File: config.mk
export PLATFORM = sky130hd
export DESIGN_NAME = codebook_delay_pattern_core
export DESIGN_NICKNAME = d
export VERILOG_FILES = /design/src/cdp_pkg.sv /design/src/cdp_history.sv /design/src/cdp_frame_mux.sv /design/src/codebook_delay_pattern_core.sv
export SDC_FILE = /design/constraint.sdc
export NUM_CORES = 2
export LEC_CHECK = 0
export ABC_AREA = 1
export BUFFER_PORTS_ARGS = -buffer_cell sky130_fd_sc_hd__buf_4
export CORE_MARGIN = 4
export CORE_UTILIZATION = 34
export DETAILED_ROUTE_END_ITERATION = 10
export GPL_ROUTABILITY_DRIVEN = 0
export PLACE_DENSITY_LB_ADDON = 0.2
export SKIP_CTS_REPAIR_TIMING = 1
export SYNTH_ARGS = -nofsm -noshare
export SYNTH_HDL_FRONTEND = slang
export SYNTH_HIERARCHICAL = 1
export SYNTH_SLANG_ARGS = --single-unit
File: constraint.sdc
create_clock -name clk -period 84 [get_ports clk]
set_clock_uncertainty 0.15 [all_clocks]
set_input_delay 16.8 -clock clk [delete_from_list [all_inputs] [get_ports clk]]
set_output_delay 16.8 -clock clk [all_outputs]
set_load 0.02 [all_outputs]
File: src/cdp_pkg.sv
// ----------------------------------------------------------------------------
// cdp_pkg
// Shared types and constants of the codebook delay-pattern core.
// ----------------------------------------------------------------------------
package cdp_pkg;

	localparam int LANES     = 8;
	localparam int TOK_W     = 16;
	localparam int FS_W      = 3;
	localparam int K_W       = 4;
	localparam int CFG_IDX_W = 2;

	typedef logic [TOK_W-1:0] token_t;

	typedef enum logic [CFG_IDX_W-1:0] {
		REG_CODEBOOKS = 2'd0,
		REG_DIRECTION = 2'd1,
		REG_BEGIN_TOK = 2'd2,
		REG_END_TOK   = 2'd3
	} cfg_reg_t;

	localparam logic DIR_APPLY   = 1'b0;
	localparam logic DIR_REVERSE = 1'b1;

	typedef struct packed {
		logic [K_W-1:0] k;
		logic           dir;
		token_t         begin_tok;
		token_t         end_tok;
	} cfg_t;

	typedef struct packed {
		logic emit;
		logic eom;
		logic too_short;
		logic done;
	} step_t;

endpackage

File: src/cdp_history.sv
// ----------------------------------------------------------------------------
// cdp_history
// Shift register of previous frames and the count of valid frames.
// ----------------------------------------------------------------------------
module cdp_history #(
	parameter int TB = 16,
	parameter int HD = 7
) (
	input  logic                    clk,
	input  logic                    arst_n,
	input  logic                    push,
	input  logic                    clear,
	input  logic [TB-1:0]           frame [cdp_pkg::LANES],
	output logic [TB-1:0]           hist  [HD][cdp_pkg::LANES],
	output logic [cdp_pkg::FS_W-1:0] fs
);
	import cdp_pkg::*;

	logic [TB-1:0]   hist_q [HD][LANES];
	logic [FS_W-1:0] fs_q;

	always_ff @(posedge clk) begin
		if (push) begin
			hist_q[0] <= frame;
			for (int f = 1; f < HD; f++) begin
				hist_q[f] <= hist_q[f-1];
			end
		end
	end

	always_ff @(posedge clk or negedge arst_n) begin
		if (!arst_n) begin
			fs_q <= '0;
		end else if (clear) begin
			fs_q <= '0;
		end else if (push && (fs_q < FS_W'(HD))) begin
			fs_q <= fs_q + 1'b1;
		end
	end

	assign hist = hist_q;
	assign fs   = fs_q;

endmodule

File: src/cdp_frame_mux.sv
// ----------------------------------------------------------------------------
// cdp_frame_mux
// Selects each output lane from the current frame, the history or a fill
// token, and decides emission, flags and completion of the held item.
// ----------------------------------------------------------------------------
module cdp_frame_mux #(
	parameter int TB = 16,
	parameter int HD = 7
) (
	input  logic [TB-1:0]            tok  [cdp_pkg::LANES],
	input  logic [TB-1:0]            hist [HD][cdp_pkg::LANES],
	input  logic [cdp_pkg::FS_W-1:0] fs,
	input  cdp_pkg::cfg_t            cfg,
	input  logic                     fin,
	input  logic [cdp_pkg::FS_W-1:0] j,
	output cdp_pkg::token_t          lanes [cdp_pkg::LANES],
	output cdp_pkg::step_t           st
);
	import cdp_pkg::*;

	localparam int HIW = (HD > 1) ? $clog2(HD) : 1;

	logic           full;
	logic           last_j;
	logic [K_W-1:0] fs_x;
	logic [K_W-1:0] j_x;

	assign fs_x   = K_W'(fs);
	assign j_x    = K_W'(j);
	assign full   = (fs_x + 1'b1) >= cfg.k;
	assign last_j = j_x == (cfg.k - 1'b1);

	always_comb begin
		logic [K_W-1:0] lag;
		logic [HIW-1:0] hidx;
		logic [TB-1:0]  val;
		for (int l = 0; l < LANES; l++) begin
			lag  = '0;
			hidx = '0;
			val  = '0;
			lanes[l] = '0;
			if (K_W'(l) < cfg.k) begin
				if (cfg.dir == DIR_APPLY) begin
					lag = K_W'(l) - j_x;
				end else begin
					lag = cfg.k - 1'b1 - K_W'(l);
				end
				hidx = HIW'(lag - 1'b1);
				if (lag == '0) begin
					val = tok[l];
				end else if ((lag > fs_x) || (lag > K_W'(HD))) begin
					val = cfg.begin_tok[TB-1:0];
				end else begin
					val = hist[hidx][l];
				end
				if (cfg.dir == DIR_APPLY) begin
					if (K_W'(l) < j_x) begin
						lanes[l] = TOK_W'(cfg.end_tok[TB-1:0]);
					end else begin
						lanes[l] = TOK_W'(val);
					end
				end else if (full) begin
					lanes[l] = TOK_W'(val);
				end
			end
		end
	end

	always_comb begin
		if (cfg.dir == DIR_APPLY) begin
			st.emit      = 1'b1;
			st.eom       = fin && last_j;
			st.too_short = 1'b0;
			st.done      = !fin || last_j;
		end else begin
			st.emit      = full || fin;
			st.eom       = fin;
			st.too_short = !full;
			st.done      = 1'b1;
		end
	end

endmodule

File: src/codebook_delay_pattern_core.sv
// ----------------------------------------------------------------------------
// codebook_delay_pattern_core
// Streaming delay-pattern coder for frames of up to eight codebook tokens.
// ----------------------------------------------------------------------------
// Takes one frame per cycle and gives one result frame per cycle while the
// output is not stalled. The final frame of a matrix in apply mode is held in
// the input register while its K results leave, one per cycle. In reverse
// mode the first K-1 frames give no result, save a final one, flagged
// too_short. An input item waits in the input register while the output
// register holds a result that has not been taken. The history is a shift
// register of min(MAX_CODEBOOKS, 8)-1 frames, at least one; it needs no
// clearing after reset. Config is to be written by the user only while the
// core is idle; the core itself does not enforce it.
module codebook_delay_pattern_core #(
	parameter int MAX_CODEBOOKS = 8,
	parameter int TOKEN_BITS    = 16
) (
	input  logic                                         clk,
	input  logic                                         arst_n,
	input  logic                                         cfg_we,
	input  logic [cdp_pkg::CFG_IDX_W-1:0]                cfg_addr,
	input  logic [cdp_pkg::TOK_W-1:0]                    cfg_wdata,
	input  logic                                         s_axis_tvalid,
	output logic                                         s_axis_tready,
	// tok0 .. tok7, 16 bits each
	input  logic [cdp_pkg::LANES*cdp_pkg::TOK_W-1:0]     s_axis_tdata,
	input  logic                                         s_axis_tlast,
	output logic                                         m_axis_tvalid,
	input  logic                                         m_axis_tready,
	// out0 .. out7, 16 bits each
	output logic [cdp_pkg::LANES*cdp_pkg::TOK_W-1:0]     m_axis_tdata,
	output logic                                         m_axis_tlast,
	// too_short
	output logic                                         m_axis_tuser
);
	import cdp_pkg::*;

	localparam int TB  = (TOKEN_BITS < TOK_W) ? TOKEN_BITS : TOK_W;
	localparam int NCB = (MAX_CODEBOOKS < LANES) ? MAX_CODEBOOKS : LANES;
	localparam int HD  = (NCB > 1) ? NCB - 1 : 1;

	logic [K_W-1:0]  cb_q;
	logic            dir_q;
	token_t          bt_q;
	token_t          et_q;
	cfg_t            cfg;

	logic            v_s1;
	logic [TB-1:0]   tok_s1 [LANES];
	logic            fin_s1;
	logic [FS_W-1:0] j_q;

	logic            m_v_q;
	token_t          out_q [LANES];
	logic            eom_q;
	logic            short_q;

	logic [TB-1:0]   hist [HD][LANES];
	logic [FS_W-1:0] fs;
	token_t          lanes [LANES];
	step_t           st;

	logic            out_free;
	logic            step;
	logic            accept;

	always_ff @(posedge clk or negedge arst_n) begin
		if (!arst_n) begin
			cb_q  <= K_W'(8);
			dir_q <= DIR_APPLY;
			bt_q  <= TOK_W'(1024);
			et_q  <= TOK_W'(1025);
		end else if (cfg_we) begin
			unique case (cfg_reg_t'(cfg_addr))
				REG_CODEBOOKS: cb_q  <= cfg_wdata[K_W-1:0];
				REG_DIRECTION: dir_q <= cfg_wdata[0];
				REG_BEGIN_TOK: bt_q  <= cfg_wdata;
				REG_END_TOK:   et_q  <= cfg_wdata;
				default: ;
			endcase
		end
	end

	always_comb begin
		cfg.dir       = dir_q;
		cfg.begin_tok = bt_q;
		cfg.end_tok   = et_q;
		if (cb_q == '0) begin
			cfg.k = K_W'(1);
		end else if (cb_q > K_W'(NCB)) begin
			cfg.k = K_W'(NCB);
		end else begin
			cfg.k = cb_q;
		end
	end

	assign out_free      = !m_v_q || m_axis_tready;
	assign step          = v_s1 && out_free;
	assign s_axis_tready = !v_s1 || (step && st.done);
	assign accept        = s_axis_tvalid && s_axis_tready;

	always_ff @(posedge clk or negedge arst_n) begin
		if (!arst_n) begin
			v_s1 <= 1'b0;
			j_q  <= '0;
		end else begin
			if (accept) begin
				v_s1 <= 1'b1;
			end else if (step && st.done) begin
				v_s1 <= 1'b0;
			end
			if (step) begin
				j_q <= st.done ? '0 : j_q + 1'b1;
			end
		end
	end

	always_ff @(posedge clk) begin
		if (accept) begin
			for (int l = 0; l < LANES; l++) begin
				tok_s1[l] <= s_axis_tdata[l*TOK_W +: TB];
			end
			fin_s1 <= s_axis_tlast;
		end
	end

	cdp_history #(
		.TB (TB),
		.HD (HD)
	) u_history (
		.clk    (clk),
		.arst_n (arst_n),
		.push   (step && st.done && !fin_s1),
		.clear  (step && st.done && fin_s1),
		.frame  (tok_s1),
		.hist   (hist),
		.fs     (fs)
	);

	cdp_frame_mux #(
		.TB (TB),
		.HD (HD)
	) u_frame_mux (
		.tok   (tok_s1),
		.hist  (hist),
		.fs    (fs),
		.cfg   (cfg),
		.fin   (fin_s1),
		.j     (j_q),
		.lanes (lanes),
		.st    (st)
	);

	always_ff @(posedge clk or negedge arst_n) begin
		if (!arst_n) begin
			m_v_q <= 1'b0;
		end else if (step && st.emit) begin
			m_v_q <= 1'b1;
		end else if (m_axis_tready) begin
			m_v_q <= 1'b0;
		end
	end

	always_ff @(posedge clk) begin
		if (step && st.emit) begin
			out_q   <= lanes;
			eom_q   <= st.eom;
			short_q <= st.too_short;
		end
	end

	for (genvar l = 0; l < LANES; l++) begin : g_out
		assign m_axis_tdata[l*TOK_W +: TOK_W] = out_q[l];
	end

	assign m_axis_tvalid = m_v_q;
	assign m_axis_tlast  = eom_q;
	assign m_axis_tuser  = short_q;

endmodule

Word level (Yosys, flattened, before mapping)
Index checks and enable logic that the tools add are counted.
Word-level totals
  flip-flop bits (word level): 1200
  word-level logic and storage cells: 296
Cells by class
  bitwise operators: 8
  add/subtract/negate cells: 27
  $lt $le $gt $ge: 43
  mux-type cells: 90
  reduce and logical (&&, ||, !) cells: 41
  eq/ne operators: 4
Operators with widths (number)
  binary-select mux 128 bit (select 3 bit): 8
  two-way mux 16 bit: 42
  two-way mux 128 bit: 2
  two-way mux 112 bit: 2
  two-way mux 96 bit: 2
  two-way mux 80 bit: 2
  two-way mux 64 bit: 2
  two-way mux 48 bit: 2
  two-way mux 4 bit: 19
  two-way mux 32 bit: 2
  logical NOT 4 bit: 9
  greater-or-equal comparator 4 bit (second input constant): 8
  > comparator 4 x 3 -> 1 bit: 8
  > comparator 4 x 3 -> 1 bit (second input constant): 8
  inverter 3 -> 4 bit: 8
  subtractor 3 x 1 -> 3 bit (second input constant): 8
  < comparator 3 x 4 -> 1 bit (first input constant): 4
  subtractor 3 x 3 -> 4 bit (first input constant): 4
  subtractor 4 x 3 -> 4 bit (second input constant): 4
  logical OR 1 bit: 12
  < comparator 3 bit (first input constant): 4
  two-way mux 3 bit: 3
  logical AND 1 bit: 8
  < comparator 1 x 4 -> 1 bit (first input constant): 2
  other kinds (20): 40

Depth between registers and ports, before layout
  depth in word-level cells: 16
  mapped depth: 23

Cells and area by module
The synthesis kept the hierarchy.
Modules (own cells, without submodules)
  cdp_history: cells an instance 920, area each 27081.0 µm², times used 1
  cdp_frame_mux: cells an instance 3204, area each 14403.8 µm², times used 1
  codebook_delay_pattern_core: cells an instance 445, area each 9562.9 µm², times used 1

Worst setup path after synthesis
Ideal clock, no wire load.
  path kind: input -> register
  start point: input m_axis_tready
  end point: register u_history.hist_q, in the netlist u_history/hist[0] (enable)
  path slack: 27178 ps
  stages: 6
  arrival time: 54479 ps
  required time: 81657 ps
  buffers on the path: 0
  library setup time: 2193 ps
  cell sequence: inv_1 nand2_1 nand2_1 inv_1 nand2_1 nor2_1
Between the ends
  word-level cells in the longest chain between the ends: 4
RTL lines
  from (decl): line codebook_delay_pattern_core.sv:29  | input logic m_axis_tready,
  logical OR 1 bit: line codebook_delay_pattern_core.sv:97  | assign out_free = !m_v_q || m_axis_tready;
  logical AND 1 bit: line codebook_delay_pattern_core.sv:98  | assign step = v_s1 && out_free;
  logical AND 1 bit (2 in a row): line codebook_delay_pattern_core.sv:133  | .push (step && st.done && !fin_s1),
  to (signal, indexed assignment): line cdp_history.sv:26  | hist_q[f] <= hist_q[f-1];
  to (decl): line cdp_history.sv:19  | logic [TB-1:0] hist_q [HD][LANES];
Every way passes these cells.
A chain may end at the register's enable or synchronous reset.

Worst setup path in the final report
  start point: input m_axis_tready
  end point: output s_axis_tready
Between the ends
  word-level cells in the longest chain between the ends: 4
RTL lines
  logical OR 1 bit: line codebook_delay_pattern_core.sv:97
  logical AND 1 bit: line codebook_delay_pattern_core.sv:98
  logical AND 1 bit: line codebook_delay_pattern_core.sv:99  | assign s_axis_tready = !v_s1 || (step && st.done);
  logical OR 1 bit: line codebook_delay_pattern_core.sv:99
  to (decl): line codebook_delay_pattern_core.sv:24  | output logic s_axis_tready,
Every way passes these cells.

==> results.cfg <==
[setup_path]
start_kind = input port
cp-end-kind = output port
arrival_ns = 17.57
critPathKind = input port to output port
rrSetupSlack_ns = 76.69
ff2ff_path_depth = 16
crit-reg2reg-launch = cb_q[1]
startpoint = m_axis_tready
critPathRequiredTime_ns = 67.05
rr_endpoint = u_history/hist[332]
path_max_fanout = 3
cp-endpoint = s_axis_tready

[cts]
clock_sinks = 1200
root_buffer = clkbuf_16
cts_buffers = 134
clock_latency_ns = 0.79
cts.clk_slew.worst_paths_ns = 0.06
cts.path.max_buffers = 3
cts_tree = built
ctsHtreeMaxLevel = 4

[place]
postPlaceCellArea_um2 = 55000
hpwlAfterDp_um = 93400
io_buffer_count = 283

[hold_path]
hp-class = flop to flop

[global_route]
antenna_found_initial = 15
grt_pass1_vias = 33300
overflow = 0
grt_max_degree = 192
grt_first_pass_wirelength_um = 228000
track_usage = 0.195

[drt]
drtPass1Iterations = 6
drc = 0
routed_wl_um = 156000
num_vias = 35000
ant_nets = 0
viasPerCell = 5.06
avgRoutedWirePerCell_um = 22.6
first_iter_violations = 3773

[power_and_ir_drop]
p_sw_mw = 1.00
seqPwrFrac = 0.351
swShare = 0.418
p_leak_nw = 22.3
power_frac_clock = 0.237
power_density_nw_per_um2 = 40.4
intPower_mw = 1.39
p_comb_frac = 0.412
total_power_mw = 2.39
ir_worst_vdd_uv = 31.3

[timing]
setup_tns_ns = 0
timing.final.crit_share = 0.411
slew_headroom = 0.178
slew_violations = 0
fin_crit_ns = 34.52
max_freq_ghz = 0.0290
hold-worst-slack_ns = 0.278
grt_setup_unrepaired = false
finalHoldViolCount = 0
finalSetupViolations = 0
tightest_slew_ns = 1.23

[status]
outcome = complete, no violations

[finish]
fin_area_um2 = 59200
area_growth_pct = 16.0
post-route-util = 0.399
drive_gt1_frac = 0.125
final_nets = 4986

[die]
core_um2 = 149000
rows = 141
dieWidth_um = 395
die_h_um = 395
io_pins = 284
dieArea_um2 = 156000
initial_utilization = 0.344

[flow_run]
maxCapViolCount = 0

[logic_synthesis]
synthCells = 4569
syn_area_um2 = 51000
synth_top_area_share = 0.679
ys_seq_area_frac = 0.702
synth_area_leaders = edfxtp_1 68%, nand2_1 9.4%, nand3_1 4.0%, o21ai_0 3.7%, a21oi_1 2.6%
synth_area_per_cell_um2 = 11.2
synth_fp_nets = 4765
synth_cell_types = 43
ys_warn_count = 6
yosysTopAreaCell = edfxtp_1
synth_seq_cells = 1200
==> cells by family (layout without fill, tap and decap cells) <==
| logic type | count (synthesis) | in the layout | share of synthesized area |
|---|---|---|---|
| AND/OR/NAND/NOR | 2033 | 2033 | 0.163 |
| flip-flops | 1200 | 1200 | 0.702 |
| AO/OA/AOI/OAI | 790 | 790 | 0.0826 |
| buffers and inverters | 500 | 829 | 0.0414 |
| adder cells (fa/ha/maj) | 44 | 44 | 0.0108 |
| XOR/XNOR | 2 | 2 | 0.000343 |
| other | 0 | 8 | 0 |
==> worst max-delay path, stage by stage <==
cell and delay (ns):
buf_4 0.11, inv_1 0.05, nand2_1 0.07, a21oi_1 0.27, inv_1 0.10, buf_4 0.17
==> cells in the mapped netlist, drive strengths merged <==
cell	count
dfrtp	41
and2	1
o22ai	4
o211ai	49
ha	44
a31o	1
inv	252
a211oi	1
buf	141
or2	16
a21o	1
a31oi	16
nor3	2
o21ai	439
dfstp	4
o21bai	1
nor2	301
and3	1
a21oi	270
nand3	413
clkinv	3
a22oi	1
edfxtp	1155
clkbuf	104
nand4	6
xor2	2
o21a	7
nand2	1293
==> layer usage <==
layer / vias up / track usage / share of wire
li1: 16400 / - / -
met4: 4 / 0.0809 / 0.039
met1: 17100 / 0.279 / 0.45
met5: - / 0 / 0.00015
met3: 236 / 0.0380 / 0.071
met2: 1233 / 0.290 / 0.44
==> registers in the layout, indices dropped and copies added (netlist names) <==
| register | count |
|---|---|
| dir_q | 1 |
| fin_s1 | 1 |
| et_q | 16 |
| m_axis_tlast | 1 |
| j_q | 3 |
| u_history/hist | 896 |
| u_history/fs | 3 |
| m_axis_tuser | 1 |
| cb_q | 4 |
| m_axis_tdata | 128 |
| tok_s1 | 128 |
| v_s1 | 1 |
| m_axis_tvalid | 1 |
| bt_q | 16 |
==> metrics by stage <==
stage	setup slack (ns)	cells
2_1_floorplan	27.18	4569
3_3_place_gp	49.44	6656
3_5_place_dp	49.47	6656
4_1_cts	49.47	6900
5_1_grt	49.41	6900
6_report	49.48	6908
==> cells in the final DEF, fill, tap and decap left out, drive strengths merged <==
cell type  instances
or2               16
clkbuf           182
nor2             301
nand2           1293
and2               1
ha                44
nand3            413
dfstp              4
a31oi             16
clkinvlp           3
dfrtp             41
and3               1
edfxtp          1155
o21ai            439
bufinv             4
a211oi             1
nor3               2
inv              262
o211ai            49
a21oi            270
nand4              6
o22ai              4
a21o               1
o21bai             1
buf              330
diode              8
a31o               1
o21a               7
clkinv            48
xor2               2
a22oi              1
==> cell type report <==
type | count | area [um2]
Clock buffer | 182 | 3660
Inverter | 255 | 961
Antenna cell | 8 | 20.0
Multi-Input combinational cell | 2869 | 13200
Sequential cell | 1200 | 35800
Clock inverter | 62 | 542
Fill cell | 14500 | 89300
Tap cell | 2002 | 2500
Timing Repair Buffer | 330 | 2540
==> worst min-delay path by stage <==
| stage | start | endpoint | slack [ns] | depth (start not counted) |
|---|---|---|---|---|
| floorplan | u_history/hist[243] | u_history/hist[115] | 0.27 | 0 |
| global placement | u_history/hist[252] | u_history/hist[124] | 0.27 | 0 |
| finish | u_history/hist[532] | u_history/hist[404] | 0.28 | 0 |
| global route | u_history/hist[802] | u_history/hist[674] | 0.29 | 0 |
| detailed placement | tok_s1[7] | u_history/hist[775] | 0.28 | 0 |
| CTS | u_history/hist[545] | u_history/hist[417] | 0.28 | 0 |
==> power by group through the flow <==
stage	clock network, mW	logic, mW	registers [mW]
floorplan	0	0.608	0.959
global placement	0	0.980	0.849
detailed placement	0	0.984	0.853
CTS	0.583	0.989	0.841
global route	0.607	1.09	0.850
finish	0.567	0.986	0.840
Note: power is estimated with default switching activity, not from simulation.
